===== config.mk =====
export PLATFORM = sky130hd
export DESIGN_NAME = dial_button_dimmer_controller_top
export DESIGN_NICKNAME = d
export VERILOG_FILES = /design/src/rtl/dbd_pkg.sv /design/src/rtl/dial_button_dimmer_controller_top.sv
export VERILOG_INCLUDE_DIRS = /design/src /design/src/rtl
export SDC_FILE = /design/constraint.sdc
export NUM_CORES = 1
export LEC_CHECK = 0
export BUFFER_PORTS_ARGS = -buffer_cell sky130_fd_sc_hd__buf_4
export CAP_MARGIN = 20
export CORE_AREA = 2 2 172 174
export CTS_BUF_LIST = sky130_fd_sc_hd__clkbuf_8
export DETAILED_ROUTE_END_ITERATION = 12
export DIE_AREA = 0 0 174 176
export PLACE_DENSITY = 0.55
export SLEW_MARGIN = 20
export SYNTH_ARGS = -nofsm -noshare
export SYNTH_HDL_FRONTEND = slang
export SYNTH_SLANG_ARGS = --single-unit

===== constraint.sdc =====
create_clock -name clk -period 9 [get_ports clk]
set_clock_uncertainty 0.15 [all_clocks]
set_input_delay 0.9 -clock clk [delete_from_list [all_inputs] [get_ports clk]]
set_output_delay 0.9 -clock clk [all_outputs]
set_load 0.005 [all_outputs]

===== src/rtl/dial_button_dimmer_controller_top_assert.svh =====
// Assertion macros for the dial and button dimmer controller.
// Used by dial_button_dimmer_controller_top; no other dependencies.
`ifndef DIAL_BUTTON_DIMMER_CONTROLLER_TOP_ASSERT_SVH
`define DIAL_BUTTON_DIMMER_CONTROLLER_TOP_ASSERT_SVH

// Same-cycle implication under reset.
`define DBD_ASSERT_NOW(label, clk, rst_n, ante, cons) \
    label: assert property (@(posedge clk) disable iff (!rst_n) (ante) |-> (cons)) \
        else $error("dimmer controller check failed");

// Next-cycle implication under reset.
`define DBD_ASSERT_NEXT(label, clk, rst_n, ante, cons) \
    label: assert property (@(posedge clk) disable iff (!rst_n) (ante) |=> (cons)) \
        else $error("dimmer controller check failed");

`endif


===== src/rtl/dbd_pkg.sv =====
// Package for the dial and button dimmer controller: payload types,
// register codes, reset values and the preset level and ramp rate tables.
`default_nettype none

package dbd_pkg;

    localparam int DIAL_W   = 10;
    localparam int LEVEL_W  = 16;
    localparam int SHIFT_W  = 4;
    localparam int PRESET_W = 3;
    localparam int CFG_IDX_W = 2;

    localparam logic [CFG_IDX_W-1:0] CFG_DIAL_HYSTERESIS = 2'd0;
    localparam logic [CFG_IDX_W-1:0] CFG_GAIN_SHIFT      = 2'd1;
    localparam logic [CFG_IDX_W-1:0] CFG_DAMPING_SHIFT   = 2'd2;

    localparam logic [LEVEL_W-1:0] HYST_RESET    = 16'd2560;
    localparam logic [SHIFT_W-1:0] GAIN_RESET    = 4'd2;
    localparam logic [SHIFT_W-1:0] DAMPING_RESET = 4'd1;

    localparam logic [LEVEL_W-1:0] LEVEL_MAX = 16'hFFFF;
    localparam logic [LEVEL_W-1:0] PWM_FULL  = 16'(248 << 8);

    typedef struct packed {
        logic [DIAL_W-1:0] dial_sample;
        logic              button_level;
    } dbd_in_t;

    typedef struct packed {
        logic [7:0]          duty;
        logic                pwm_enable;
        logic                deep_sleep;
        logic                mode;
        logic [PRESET_W-1:0] preset_index;
    } dbd_out_t;

    function automatic logic [LEVEL_W-1:0] preset_level(input logic [PRESET_W-1:0] idx);
        logic [LEVEL_W-1:0] lvl;
        case (idx)
            3'd0:    lvl = 16'd0;
            3'd1:    lvl = 16'h0100;
            3'd2:    lvl = 16'd6349;
            3'd3:    lvl = 16'd15872;
            3'd4:    lvl = 16'd31744;
            default: lvl = PWM_FULL;
        endcase
        return lvl;
    endfunction

    function automatic logic [LEVEL_W-1:0] preset_rate(input logic [PRESET_W-1:0] idx);
        logic [LEVEL_W-1:0] rate;
        case (idx)
            3'd0:    rate = 16'(12 << 8);
            3'd1:    rate = 16'(1 << 8);
            3'd2:    rate = 16'(1 << 8);
            3'd3:    rate = 16'(2 << 8);
            3'd4:    rate = 16'(3 << 8);
            default: rate = 16'(5 << 8);
        endcase
        return rate;
    endfunction

endpackage

`default_nettype wire


===== src/rtl/dial_button_dimmer_controller_top.sv =====
// Dial and button dimmer controller: a tick passes from input transfer through
// the input register, then the result register, to result transfer.
// Throughput: one tick per cycle while out_stall is low; the step logic is
// a single pass between the input and result registers, state updated in place.
// Reset (rst_n, async): dial mode, brightness and filter state zero, preset 0,
// registers at their reset values. Mode-change ticks give no result.
`default_nettype none

`include "dial_button_dimmer_controller_top_assert.svh"

module dial_button_dimmer_controller_top #(
    parameter int NUM_PRESETS = 6
) (
    input  wire logic                             clk,
    input  wire logic                             rst_n,
    input  wire logic                             in_valid,
    output      logic                             in_stall,
    input  wire dbd_pkg::dbd_in_t                 in_data,
    output      logic                             out_valid,
    input  wire logic                             out_stall,
    output      dbd_pkg::dbd_out_t                out_data,
    input  wire logic                             cfg_valid,
    output      logic                             cfg_ready,
    input  wire logic [dbd_pkg::CFG_IDX_W-1:0]    cfg_index,
    input  wire logic [dbd_pkg::LEVEL_W-1:0]      cfg_data
);
    import dbd_pkg::*;

    // configuration registers
    logic [LEVEL_W-1:0]  hyst_reg;
    logic [SHIFT_W-1:0]  gain_shift_reg;
    logic [SHIFT_W-1:0]  damping_shift_reg;

    // tick state
    logic                mode_reg, mode_next;
    logic [LEVEL_W-1:0]  bright_reg, bright_next;
    logic [LEVEL_W-1:0]  damp_reg, damp_next;
    logic                held_reg;
    logic                pending_reg, pending_next;
    logic [LEVEL_W-1:0]  trig_lo_reg, trig_lo_next;
    logic [LEVEL_W-1:0]  trig_hi_reg, trig_hi_next;
    logic [PRESET_W-1:0] preset_reg, preset_next;

    // pipeline registers
    logic                in_vld_reg;
    dbd_in_t             in_reg;
    logic                out_vld_reg;
    dbd_out_t            out_reg;

    logic                advance;
    logic                has_result;

    logic [LEVEL_W-1:0]  dial;
    logic                press_now;
    logic [LEVEL_W-1:0]  err;
    logic [LEVEL_W-1:0]  prop;
    logic [PRESET_W:0]   preset_inc;
    logic [PRESET_W-1:0] ramp_idx;
    logic [LEVEL_W-1:0]  target;
    logic [LEVEL_W-1:0]  step;
    logic signed [LEVEL_W:0] ramp_err;
    logic signed [LEVEL_W:0] step_s;

    assign cfg_ready = 1'b1;

    // Advance the held tick when the result register is free or draining.
    assign advance   = in_vld_reg && (!out_vld_reg || !out_stall);
    assign in_stall  = in_vld_reg && !advance;
    assign out_valid = out_vld_reg;
    assign out_data  = out_reg;

    assign dial      = {~in_reg.dial_sample, 6'b0};
    assign press_now = pending_reg || (!held_reg && in_reg.button_level);

    assign err  = dial - bright_reg;
    assign prop = LEVEL_W'($signed(err) >>> gain_shift_reg);

    assign preset_inc = {1'b0, preset_reg} + 1'b1;

    always_comb
    begin
        mode_next    = mode_reg;
        bright_next  = bright_reg;
        damp_next    = damp_reg;
        pending_next = press_now;
        trig_lo_next = trig_lo_reg;
        trig_hi_next = trig_hi_reg;
        preset_next  = preset_reg;
        has_result   = 1'b1;
        ramp_idx     = preset_reg;

        if (!mode_reg) begin
            if (press_now) begin
                // enter button mode; latch the escape window, keep the press
                mode_next    = 1'b1;
                has_result   = 1'b0;
                trig_lo_next = (dial >= hyst_reg) ? dial - hyst_reg : '0;
                trig_hi_next = (dial < (LEVEL_MAX ^ hyst_reg)) ? dial + hyst_reg
                                                                : LEVEL_MAX;
            end else begin
                bright_next = bright_reg + prop + damp_reg;
                damp_next   = LEVEL_W'($signed(prop) >>> damping_shift_reg);
            end
        end else if (dial < trig_lo_reg || dial > trig_hi_reg) begin
            mode_next  = 1'b0;
            has_result = 1'b0;
        end else begin
            if (press_now) begin
                pending_next = 1'b0;
                preset_next  = (preset_inc >= (PRESET_W+1)'(NUM_PRESETS))
                               ? '0 : preset_inc[PRESET_W-1:0];
                ramp_idx     = preset_next;
            end
            if (ramp_err > step_s)
                bright_next = bright_reg + step;
            else if (ramp_err < -step_s)
                bright_next = bright_reg - step;
            else
                bright_next = target;
        end
    end

    assign target   = preset_level(ramp_idx);
    assign step     = preset_rate(ramp_idx);
    assign step_s   = $signed({1'b0, step});
    assign ramp_err = $signed({2'b0, target[LEVEL_W-1:1]})
                    - $signed({2'b0, bright_reg[LEVEL_W-1:1]});

    always_ff @(posedge clk or negedge rst_n)
    begin
        if (!rst_n) begin
            hyst_reg          <= HYST_RESET;
            gain_shift_reg    <= GAIN_RESET;
            damping_shift_reg <= DAMPING_RESET;
        end else if (cfg_valid && cfg_ready) begin
            unique case (cfg_index)
                CFG_DIAL_HYSTERESIS: hyst_reg          <= cfg_data;
                CFG_GAIN_SHIFT:      gain_shift_reg    <= cfg_data[SHIFT_W-1:0];
                CFG_DAMPING_SHIFT:   damping_shift_reg <= cfg_data[SHIFT_W-1:0];
                default: ;
            endcase
        end
    end

    always_ff @(posedge clk or negedge rst_n)
    begin
        if (!rst_n) begin
            mode_reg    <= 1'b0;
            bright_reg  <= '0;
            damp_reg    <= '0;
            held_reg    <= 1'b0;
            pending_reg <= 1'b0;
            trig_lo_reg <= '0;
            trig_hi_reg <= '0;
            preset_reg  <= '0;
        end else if (advance) begin
            mode_reg    <= mode_next;
            bright_reg  <= bright_next;
            damp_reg    <= damp_next;
            held_reg    <= in_reg.button_level;
            pending_reg <= pending_next;
            trig_lo_reg <= trig_lo_next;
            trig_hi_reg <= trig_hi_next;
            preset_reg  <= preset_next;
        end
    end

    always_ff @(posedge clk or negedge rst_n)
    begin
        if (!rst_n) begin
            in_vld_reg  <= 1'b0;
            out_vld_reg <= 1'b0;
        end else begin
            if (in_valid && !in_stall)
                in_vld_reg <= 1'b1;
            else if (advance)
                in_vld_reg <= 1'b0;

            if (advance && has_result)
                out_vld_reg <= 1'b1;
            else if (!out_stall)
                out_vld_reg <= 1'b0;
        end
    end

    always_ff @(posedge clk)
    begin
        if (in_valid && !in_stall)
            in_reg <= in_data;
        if (advance && has_result) begin
            out_reg.duty         <= bright_next[LEVEL_W-1:8];
            out_reg.pwm_enable   <= |bright_next[LEVEL_W-1:8];
            out_reg.deep_sleep   <= ~|bright_next[LEVEL_W-1:8];
            out_reg.mode         <= mode_next;
            out_reg.preset_index <= preset_next;
        end
    end

    `DBD_ASSERT_NOW(a_stall_only_when_held, clk, rst_n, !in_vld_reg, !in_stall)
    `DBD_ASSERT_NEXT(a_result_loaded, clk, rst_n, advance && has_result, out_valid)
    `DBD_ASSERT_NEXT(a_no_result_on_mode_change, clk, rst_n,
                     advance && (mode_next != mode_reg) && !out_stall, !out_valid)
    `DBD_ASSERT_NOW(a_preset_in_range, clk, rst_n, 1'b1,
                    {1'b0, preset_reg} < (PRESET_W+1)'(NUM_PRESETS))

endmodule

`default_nettype wire

==> results.cfg <==
[setup_path]
cp_num_buf_inv = 3
cp_num_cells = 26
worst_setup_path_start_kind = register
worstSetupEndpointType = register
critical_path.slowest_cell = sky130_fd_sc_hd__o31ai_1
worst_r2r_startpoint = in_reg[6]$_DFFE_PP_
worst_path_arrival_ns = 8.39
cpMostUsedCell = sky130_fd_sc_hd__ha_1
regToRegEndpoint = bright_reg[7]$_DFFE_PN0P_
cpLargestDelayFamily = compound AO/OA/AOI/OAI gates
criticalPathCategory = register to register
depth_of_the_most_critical_reg_to_reg_path = 26
worst_path_largest_cell_delay_ns = 0.74
worst-endpoint-required_ns = 9.15
regToRegSetupSlack_ns = 0.76
crit_fanout = 12

[grt]
first_pass_grt_wire_length_um = 54970
grt_util_all_layers_pct = 22.78
first_global_vias = 9794
grt_start_max_net_pins = 59
remaining_global_route_overflow = 0
grt_antenna_before_repair = 0

[layout]
layout-area-overhead-vs-synth_pct = 10.36
finish.net_count = 1525
antenna_cells_inserted = 0
num-fill-cells = 2928
layout-drive-gt1-share_pct = 11.43
post-route-util_pct = 43.80

[yosys]
netlist_area_um2 = 11330
synth_enable_flop_cells = 25
dominantRegCellSynth = sky130_fd_sc_hd__dfrtp_1
library_cell_occupying_the_most_area_in_the_post_synthesis_netlist = sky130_fd_sc_hd__dfrtp_1
ys_top_cells_by_area = sky130_fd_sc_hd__dfrtp_1, sky130_fd_sc_hd__ha_1, sky130_fd_sc_hd__edfxtp_1
netlist-cell-type-count = 93
seq_area_frac_synth_pct = 27.87
post_synth_most_frequent_cells = sky130_fd_sc_hd__inv_1, sky130_fd_sc_hd__nand2_1, sky130_fd_sc_hd__nor2_1
synth-seq-cells = 121
synth_top_cell_area_share_pct = 20.32
postSynthAreaPerCell_um2 = 8.456
synth.most_common_cell = sky130_fd_sc_hd__inv_1
instance_count_of_the_mapped_netlist = 1340
ys.warnings.count = 0
synth-async-reset-ratio_pct = 79.34

[sta]
final_max_slew_viol_count = 0
finalSetupTns_ns = 0
max_slew_margin_pct = 27.65
rsz_0062_raised_after_global_routing = no
finalCriticalPeriod_ns = 8.239
hold_violations = 0
fmax_mhz = 121.4
final_min_period_over_clock_period_pct = 91.55
setup_viol = 0
tightest_slew_ns = 1.077

[clock_tree]
h-tree-depth = 4
ctsRootBufferMaster = sky130_fd_sc_hd__clkbuf_8
numCtsBuffers = 17
tritoncts = built
cts_sinks = 121
clk-insertion-delay-late_ns = 0.48
cts-root-to-sink-buffers = 2
cts.clk_slew.worst_paths_ns = 0.10

[floorplanning]
initial_util_pct = 39.69
die-width_um = 174
core.rowCount = 62
die-height_um = 176
die_area_um2 = 30620
coreArea_um2 = 28550
io_pins = 51

[worst_hold_path]
min-delay-path-class = input pin to async pin

[run]
cap_violations = 0

[detailed_routing]
route.vias.total = 10140
route.detailed.wl_per_inst_um = 19.31
post_route_antenna_net_violation_count = 0
detail_route.wirelength_um = 34110
post_drt_via_cell_ratio = 5.742
detail_route.first_pass.iterations = 7
drc = 0
dr.first_iter.drc_count = 687

[status]
run_status = complete, no violations

[placement]
place.gp.congestion = 0.8733
place.detailed.hpwl_um = 26270
port_buffers = 49
[kinds of logic after synthesis]
group,count (synthesis),share of synthesized area [%]
simple gates,404,17.46
other cells,2,0.06628
xor+xnor,59,4.560
fa+ha+maj,122,14.80
flops,121,27.87
buf+inv,190,6.349
compound gates,397,23.82
mux,45,5.079
[how the worst max path moves through the flow]
stage,startpoint,to,slack [ns]
finish,in_reg[6]$_DFFE_PP_,bright_reg[7]$_DFFE_PN0P_,0.76
global route,in_reg[6]$_DFFE_PP_,out_data[5]$_DFFE_PP_,0.1
CTS,in_reg[6]$_DFFE_PP_,bright_reg[7]$_DFFE_PN0P_,0.57
detailed placement,in_reg[6]$_DFFE_PP_,out_data[5]$_DFFE_PP_,0.62
global placement,in_reg[2]$_DFFE_PP_,out_data[4]$_DFFE_PP_,0.89
floorplan,in_reg[6]$_DFFE_PP_,out_data[5]$_DFFE_PP_,2.22
[through the flow]
stage | instances | worst slack, ns | hold slack [ns] | area, um^2
floorplan | 1341 | 2.218 | 0.2822 | 11330
global placement | 1734 | 0.8905 | 0.3044 | 12090
detailed placement | 1734 | 0.6158 | 0.3168 | 12090
CTS | 1766 | 0.5741 | 0.2274 | 12500
global route | 1766 | 0.09907 | 0.2627 | 12500
finish | 1766 | 0.7608 | 0.2228 | 12500
[cell type report]
| class | instances | area, um^2 | share of cell area, % |
|---|---|---|---|
| multi-input combinational | 1030 | 7467 | 59.72 |
| sequential | 121 | 3158 | 25.26 |
| inverter | 135 | 506.7 | 4.052 |
| timing repair buffer | 64 | 480.5 | 3.842 |
| tap | 384 | 480.5 | 3.842 |
| clock buffer | 17 | 234.0 | 1.871 |
| clock inverter | 15 | 177.7 | 1.421 |
[timing repair]
item / in CTS / in global routing
setup endpoints to repair: 0 / 7
hold buffers: 0 / 0
gates resized for setup: 0 / 1
buffers inserted: 0 / 0
[routing by layer]
metal	track usage, %	share of wire [%]	vias up	wire, um
met3	2.929	4.7	38	1604
met5	0	0	-	0
met2	37.98	48	288	16280
met1	31.06	46	4906	15630
met4	6.583	1.7	0	591
li1	-	-	4908	-
[cells in the final DEF (no fill, tap or decap), drive strengths merged, types with 17 or more instances in the layout]
master	instances
inv	144
nand2	116
nor2	107
ha	102
dfrtp	92
a21oi	90
o21ai	87
buf	64
xnor2	42
nor3	34
edfxtp	25
nand3	23
mux2	20
fa	20
nand2b	19
a21o	19
xor2	17
mux2i	17
o211ai	17
a31oi	17
clkbuf	17
a211oi	17
Power is not shown: default switching activity piles up to over one toggle a cycle in this logic, so the estimate is an artifact.
